### src/rtl/core/sample_clock_pll_macros.svh
// Assertion macros for the sample clock PLL; they compile to nothing for synthesis.
`ifndef SAMPLE_CLOCK_PLL_MACROS_SVH
`define SAMPLE_CLOCK_PLL_MACROS_SVH
`ifndef SYNTHESIS
// Checked on every rising clock edge, ignored while reset is active.
`define SCPLL_ASSERT(lbl, prop, msg) \
  lbl: assert property (@(posedge clk_i) disable iff (!rst_ni) prop) else $error(msg);
// Checked on every rising clock edge, also while reset is active.
`define SCPLL_ASSERT_ALWAYS(lbl, prop, msg) \
  lbl: assert property (@(posedge clk_i) prop) else $error(msg);
`else
`define SCPLL_ASSERT(lbl, prop, msg)
`define SCPLL_ASSERT_ALWAYS(lbl, prop, msg)
`endif
`endif

### src/rtl/core/scpll_pkg.sv
// Shared widths, register indexes and types of the sample clock PLL.
`default_nettype none

package scpll_pkg;

  // Width of the time arithmetic; all time and period math wraps at this width.
  localparam int unsigned TIME_WIDTH  = 64;
  // Arrival and corrected times are one bit narrower than the arithmetic.
  localparam int unsigned STAMP_WIDTH = TIME_WIDTH - 1;
  localparam int unsigned SHIFT_WIDTH = 5;
  localparam int unsigned CFG_IDX_W   = 1;

  localparam logic [SHIFT_WIDTH-1:0] PHASE_SHIFT_RST = SHIFT_WIDTH'(7);
  localparam logic [SHIFT_WIDTH-1:0] FREQ_SHIFT_RST  = SHIFT_WIDTH'(10);

  // Configuration register indexes.
  localparam logic [CFG_IDX_W-1:0] CFG_PHASE_SHIFT = CFG_IDX_W'(0);
  localparam logic [CFG_IDX_W-1:0] CFG_FREQ_SHIFT  = CFG_IDX_W'(1);

  typedef logic [TIME_WIDTH-1:0]  time_t;
  typedef logic [STAMP_WIDTH-1:0] stamp_t;

  // Loop gain settings.
  typedef struct packed {
    logic [SHIFT_WIDTH-1:0] phase_shift;
    logic [SHIFT_WIDTH-1:0] freq_shift;
  } cfg_t;

  // One result beat as produced by the loop.
  typedef struct packed {
    stamp_t corrected_time;
    time_t  period;
    logic   locked;
    logic   period_positive;
  } result_t;

endpackage

`default_nettype wire

### src/rtl/core/sample_clock_pll.sv
// Top level of the sample clock PLL: input register, loop update and result register.
//
//   channel  direction  handshake               payload
//   in       into       in_valid_i/in_stall_o   arrival_time_i
//   out      out of     out_valid_o/out_stall_i corrected_time_o, period_o, locked_o,
//                                               period_positive_o
//   cfg      into       cfg_we_i                cfg_index_i, cfg_wdata_i
//
// One beat per cycle is sustained while the output is not stalled; a result reaches the
// output register from the loop when its beat leaves the input register.
// The loop state update (adds, magnitude, shifts, compare) is one register-to-register step.
// Reset clears the loop state and loads the gains with their reset values; no clearing pass is needed.
// A stalled result holds in the output register while the input register takes one more
// beat; in_stall_o rises only when both registers are full and the output is stalled.
`default_nettype none

module sample_clock_pll
  import scpll_pkg::*;
(
  input  wire logic                   clk_i,
  input  wire logic                   rst_ni,
  input  wire logic                   in_valid_i,
  output      logic                   in_stall_o,
  input  wire logic [STAMP_WIDTH-1:0] arrival_time_i,
  output      logic                   out_valid_o,
  input  wire logic                   out_stall_i,
  output      logic [STAMP_WIDTH-1:0] corrected_time_o,
  output      logic signed [TIME_WIDTH-1:0] period_o,
  output      logic                   locked_o,
  output      logic                   period_positive_o,
  input  wire logic                   cfg_we_i,
  input  wire logic [CFG_IDX_W-1:0]   cfg_index_i,
  input  wire logic [SHIFT_WIDTH-1:0] cfg_wdata_i
);

`include "sample_clock_pll_macros.svh"

  cfg_t    cfg;
  result_t result;

  logic    in_valid_q, in_valid_d;
  stamp_t  arrival_q;
  logic    out_valid_q, out_valid_d;
  result_t out_q;
  logic    advance;
  logic    in_accept;

  scpll_cfg_regs u_cfg_regs (
    .clk_i       (clk_i),
    .rst_ni      (rst_ni),
    .cfg_we_i    (cfg_we_i),
    .cfg_index_i (cfg_index_i),
    .cfg_wdata_i (cfg_wdata_i),
    .cfg_o       (cfg)
  );

  scpll_loop u_loop (
    .clk_i     (clk_i),
    .rst_ni    (rst_ni),
    .cfg_i     (cfg),
    .step_i    (advance),
    .arrival_i (arrival_q),
    .result_o  (result)
  );

  // The loop steps when the held beat can move into a free or draining result register.
  assign advance    = in_valid_q && (!out_valid_q || !out_stall_i);
  assign in_stall_o = in_valid_q && !advance;
  assign in_accept  = in_valid_i && !in_stall_o;

  assign in_valid_d  = in_accept || (in_valid_q && !advance);
  assign out_valid_d = advance || (out_valid_q && out_stall_i);

  always_ff @(posedge clk_i or negedge rst_ni) begin
    if (!rst_ni) begin
      in_valid_q  <= 1'b0;
      out_valid_q <= 1'b0;
    end else begin
      in_valid_q  <= in_valid_d;
      out_valid_q <= out_valid_d;
    end
  end

  // Payload registers load only on a moving beat.
  always_ff @(posedge clk_i) begin
    if (in_accept) begin
      arrival_q <= arrival_time_i;
    end
    if (advance) begin
      out_q <= result;
    end
  end

  assign out_valid_o       = out_valid_q;
  assign corrected_time_o  = out_q.corrected_time;
  assign period_o          = out_q.period;
  assign locked_o          = out_q.locked;
  assign period_positive_o = out_q.period_positive;

  // The input side stalls only when the result register is full and stalled.
  `SCPLL_ASSERT(a_stall_cause, in_stall_o |-> (out_valid_q && out_stall_i), "stray input stall")
  // A held input beat is not dropped.
  `SCPLL_ASSERT(a_in_kept, (in_valid_q && !advance) |=> in_valid_q, "held input beat was lost")
  // A stalled result is not dropped.
  `SCPLL_ASSERT(a_out_kept, (out_valid_q && out_stall_i) |=> out_valid_q, "stalled result lost")
  // A stalled result keeps its payload.
  `SCPLL_ASSERT(a_out_held, (out_valid_q && out_stall_i) |=> $stable(out_q), "result changed")

endmodule

`default_nettype wire

### src/rtl/core/scpll_cfg_regs.sv
// Configuration registers holding the phase and frequency loop shifts.
`default_nettype none

module scpll_cfg_regs
  import scpll_pkg::*;
(
  input  wire logic                   clk_i,
  input  wire logic                   rst_ni,
  input  wire logic                   cfg_we_i,
  input  wire logic [CFG_IDX_W-1:0]   cfg_index_i,
  input  wire logic [SHIFT_WIDTH-1:0] cfg_wdata_i,
  output cfg_t                        cfg_o
);

  cfg_t cfg_q, cfg_d;

  // Decode the register index of a write.
  always_comb begin
    cfg_d = cfg_q;
    if (cfg_we_i) begin
      case (cfg_index_i)
        CFG_PHASE_SHIFT: cfg_d.phase_shift = cfg_wdata_i;
        CFG_FREQ_SHIFT:  cfg_d.freq_shift  = cfg_wdata_i;
        default:         cfg_d = cfg_q;
      endcase
    end
  end

  always_ff @(posedge clk_i or negedge rst_ni) begin
    if (!rst_ni) begin
      cfg_q.phase_shift <= PHASE_SHIFT_RST;
      cfg_q.freq_shift  <= FREQ_SHIFT_RST;
    end else begin
      cfg_q <= cfg_d;
    end
  end

  assign cfg_o = cfg_q;

endmodule

`default_nettype wire

### src/rtl/core/scpll_loop.sv
// Loop state and the combinational phase and period update for one arrival.
`default_nettype none

module scpll_loop
  import scpll_pkg::*;
(
  input  wire logic   clk_i,
  input  wire logic   rst_ni,
  input  wire cfg_t   cfg_i,
  input  wire logic   step_i,
  input  wire stamp_t arrival_i,
  output result_t     result_o
);

  logic  time_seen_q, time_seen_d;
  time_t est_time_q, est_time_d;
  time_t est_period_q, est_period_d;

  time_t arrival;
  time_t period_seed;
  time_t advanced;
  time_t err;
  logic  err_neg;
  time_t err_mag;
  time_t phase_mag, freq_mag;
  time_t phase_corr, freq_corr;
  logic  locked;

  // Update path: reseed a zero period, advance, then correct by the scaled error.
  always_comb begin
    arrival     = {1'b0, arrival_i};
    period_seed = (est_period_q == '0) ? (arrival - est_time_q) : est_period_q;
    advanced    = est_time_q + period_seed;
    err         = arrival - advanced;
    err_neg     = err[TIME_WIDTH-1];
    err_mag     = err_neg ? (time_t'(0) - err) : err;
    // Scaling the magnitude and restoring the sign truncates toward zero.
    phase_mag   = err_mag >> cfg_i.phase_shift;
    freq_mag    = err_mag >> cfg_i.freq_shift;
    phase_corr  = err_neg ? (time_t'(0) - phase_mag) : phase_mag;
    freq_corr   = err_neg ? (time_t'(0) - freq_mag) : freq_mag;
    // Locked when the period is non-negative and at least twice the error magnitude.
    locked      = !period_seed[TIME_WIDTH-1] && (err_mag <= (period_seed >> 1));

    if (!time_seen_q) begin
      // The first arrival only seeds the time estimate.
      est_time_d   = arrival;
      est_period_d = est_period_q;
      locked       = 1'b0;
    end else begin
      est_time_d   = advanced + phase_corr;
      est_period_d = period_seed + freq_corr;
    end
    time_seen_d = 1'b1;
  end

  always_ff @(posedge clk_i or negedge rst_ni) begin
    if (!rst_ni) begin
      time_seen_q  <= 1'b0;
      est_time_q   <= '0;
      est_period_q <= '0;
    end else if (step_i) begin
      time_seen_q  <= time_seen_d;
      est_time_q   <= est_time_d;
      est_period_q <= est_period_d;
    end
  end

  // Result of the step that is taken in this cycle.
  always_comb begin
    result_o.corrected_time  = est_time_d[STAMP_WIDTH-1:0];
    result_o.period          = est_period_d;
    result_o.locked          = locked;
    result_o.period_positive = !est_period_d[TIME_WIDTH-1] && (est_period_d != '0);
  end

endmodule

`default_nettype wire
### config.mk
export PLATFORM = sky130hd
export DESIGN_NAME = sample_clock_pll
export DESIGN_NICKNAME = d
export VERILOG_FILES = /design/src/rtl/core/scpll_pkg.sv /design/src/rtl/core/sample_clock_pll.sv /design/src/rtl/core/scpll_cfg_regs.sv /design/src/rtl/core/scpll_loop.sv
export VERILOG_INCLUDE_DIRS = /design/src /design/src/rtl/core
export SDC_FILE = /design/constraint.sdc
export NUM_CORES = 2
export LEC_CHECK = 0
export BUFFER_PORTS_ARGS = -buffer_cell sky130_fd_sc_hd__buf_2
export CAP_MARGIN = 30
export CORE_MARGIN = 2
export CORE_UTILIZATION = 35
export DETAILED_ROUTE_END_ITERATION = 7
export PLACE_DENSITY = 0.6
export SLEW_MARGIN = 20
export SYNTH_ARGS = -nofsm -noshare
export SYNTH_HDL_FRONTEND = slang
export SYNTH_HIERARCHICAL = 1
export SYNTH_SLANG_ARGS = --single-unit
### constraint.sdc
create_clock -name clk_i -period 61.7 [get_ports clk_i]
set_input_delay 3.085 -clock clk_i [delete_from_list [all_inputs] [get_ports clk_i]]
set_output_delay 3.085 -clock clk_i [all_outputs]
set_load 0.02 [all_outputs]
==> results.cfg <==
[outcome]
outcome = finished with violations
violations = DRC

[die]
coreArea_mm2 = 0.141
die_w_um = 381
rows = 138
die-area_mm2 = 0.145
ioPinCount = 205
die_h_um = 381
initial_utilization_pct = 35.2

[grt]
grt_usage_pct = 30.6
grt_max_degree = 136
grt_pass1_wl_um = 334000
grt_overflow = 0
grt_pass1_vias = 48447
antenna_found_initial = 11

[timing]
tightestPinTransition_ns = 1.10
slew_violations = 0
hold_viol_final = 0
grt_setup_unrepaired = no
setup_tns_ns = 0
finalCritPeriodShare_pct = 49.7
finClkSkew_ns = 0.0688
period_needed_ns = 30.66
holdWs_ns = 0.513
maxSlewHeadroom_pct = 26.2
max_clock_freq_mhz = 32.6
setup_viol = 0

[synthesis]
yosysSeqAreaShare_pct = 18.7
yosysMostFrequentCell = nand2_1
synthFlopType = edfxtp_1
synth_top_area_share_pct = 11.6
synth_cells = 6464
syn_nets = 6877
synth-seq-cells = 333
ys_async_sr_fraction_pct = 42.3
ys_types = 144
syn-mean-instance-area_um2 = 7.68
synth_edf_count = 192
synth_area_leaders = edfxtp_1, ha_1, dfrtp_1
synth.top_cells.by_count = nand2_1, nor2_1, a21oi_1
synth_warnings = 6
synth_area_leader_cell = edfxtp_1
netlist_area_mm2 = 0.0497

[drt]
met1_length_um = 95400
vias = 52051
drt-initial-drc-count = 6156
route.detailed.drc = 2
wl_um = 232000
top_layer_used = met5
wl_per_cell_um = 27.7
drt-vias-per-instance = 6.22
dr_wl_met2_um = 102000
dr.pass1.iters = 8
wl_met3_um = 18800
route.antenna.remaining_nets = 0

[cts]
clock_path_buffers = 3
cts_tree = yes
cts.sinks = 333
cts_hold_buf = 0
root_buffer = clkbuf_16
postCtsSetupBuffers = 0
cts_made_buffers = 38
cts.htree.levels = 2
clk_transition_reported_paths_ns = 0.06
cts_resized = 0
insertion_delay_ns = 0.64

[place]
dpl_cell_area_mm2 = 0.0521
portBuffers = 204
dp_hpwl_um = 189000
routabilityCongestion = 1.01

[critical_path]
path_class = reg2reg
cp-end-kind = flop
start_kind = flop
critPathSlowestCell = a221oi_1
slowest_delay_ns = 0.77
cp_max_fo = 69
cp.required_ns = 62.16
crit_arrival_ns = 31.12
cpMostUsedCell = o21ai_0

[cells_and_area]
synthToLayoutAreaGrowth_pct = 7.66
nNetsFinal = 6861
fin_area_mm2 = 0.0535
utilization_pct = 37.8
drive_above_1_share_pct = 12.1
fill_cells = 14966

[job]
drv_cap = 0

[worst_hold_path]
worstHoldPathType = reg2reg
## layer usage
layer	up-vias	GRT usage, %
met3	497	5.27
met1	25090	39.4
met4	8	17.3
met5	-	0
li1	23916	-
met2	2540	48.2
## registers in the layout, indices dropped and copies added (netlist names)
| name | count |
|---|---|
| period_o | 64 |
| u_loop/est_period_q | 64 |
| u_loop/est_time_q | 64 |
| arrival_q | 63 |
| corrected_time_o | 63 |
| u_cfg_regs/cfg_o | 10 |
| in_valid_q | 1 |
| locked_o | 1 |
| out_valid_o | 1 |
| period_positive_o | 1 |
| u_loop/time_seen_q | 1 |
## cells in the final DEF, fill, tap and decap left out, types with 52 or more instances in the layout
cell type / count
buf_2: 204
dfrtp_1: 130
nand4_1: 93
o21ai_0: 436
nor2_1: 601
mux2i_1: 132
nand2_1: 608
and2_1: 69
ha_1: 334
edfxtp_1: 192
nor2b_1: 62
inv_1: 364
nor3_1: 156
nor4_1: 66
o211ai_1: 71
and3_1: 52
a21o_1: 192
xnor2_1: 289
or3_1: 60
buf_4: 92
nand3_1: 172
mux2_2: 198
a211oi_1: 80
nand2b_1: 55
o21a_1: 59
a21oi_1: 463
a31oi_1: 93
xor2_1: 137
## final timing paths
| path | to | startpoint | slack, ns | cells after the start |
|---|---|---|---|---|
| hold reg to reg | out_valid_o | in_valid_q | 0.51 | 1 |
| max in group asynchronous | u_loop/est_period_q[11] | rst_ni | 57.24 | 3 |
| min in group asynchronous | u_cfg_regs/cfg_o[9] | rst_ni | 2.46 | 1 |
| setup / recovery | u_loop/est_time_q[62] | arrival_q[0] | 31.04 | 122 |
| setup reg to reg | u_loop/est_time_q[62] | arrival_q[0] | 31.04 | 122 |
| hold / removal | out_valid_o | in_valid_q | 0.51 | 1 |
## critical path: cells and delay by family (launching register included)
kind,cells,cell delay [ns]
AO/OA/AOI/OAI,80,19.75
AND/OR/NAND/NOR,16,3.10
buffers and inverters,4,0.87
multiplexers,3,0.92
XOR/XNOR,3,0.47
adder cells (fa/ha/maj),16,4.96
flip-flops,1,0.32
## cell type report
type,count,area [um^2],area share [%]
sequential,333,9320,17.4
multi-input combinational,5394,37300,69.7
tap,1890,2360,4.42
clock buffer,56,1060,1.98
inverter,377,1420,2.65
timing repair buffer,304,1830,3.43
antenna,4,10.0,0.0187
clock inverter,14,198,0.370
## kinds of logic after synthesis
family / synth area share (%)
mux: 8.59
flops: 18.7
xor+xnor: 8.10
simple gates: 21.7
fa+ha+maj: 9.45
compound gates: 27.1
buf+inv: 6.36
## through the flow
| step | setup slack (ns) | instances |
|---|---|---|
| 2_1_floorplan | 38.67 | 6464 |
| 3_3_place_gp | 32.65 | 8287 |
| 3_5_place_dp | 32.26 | 8293 |
| 4_1_cts | 32.04 | 8363 |
| 5_1_grt | 28.71 | 8368 |
| 6_report | 31.04 | 8372 |
Power is not shown: default switching activity piles up to over one toggle a cycle in this logic, so the estimate is an artifact.
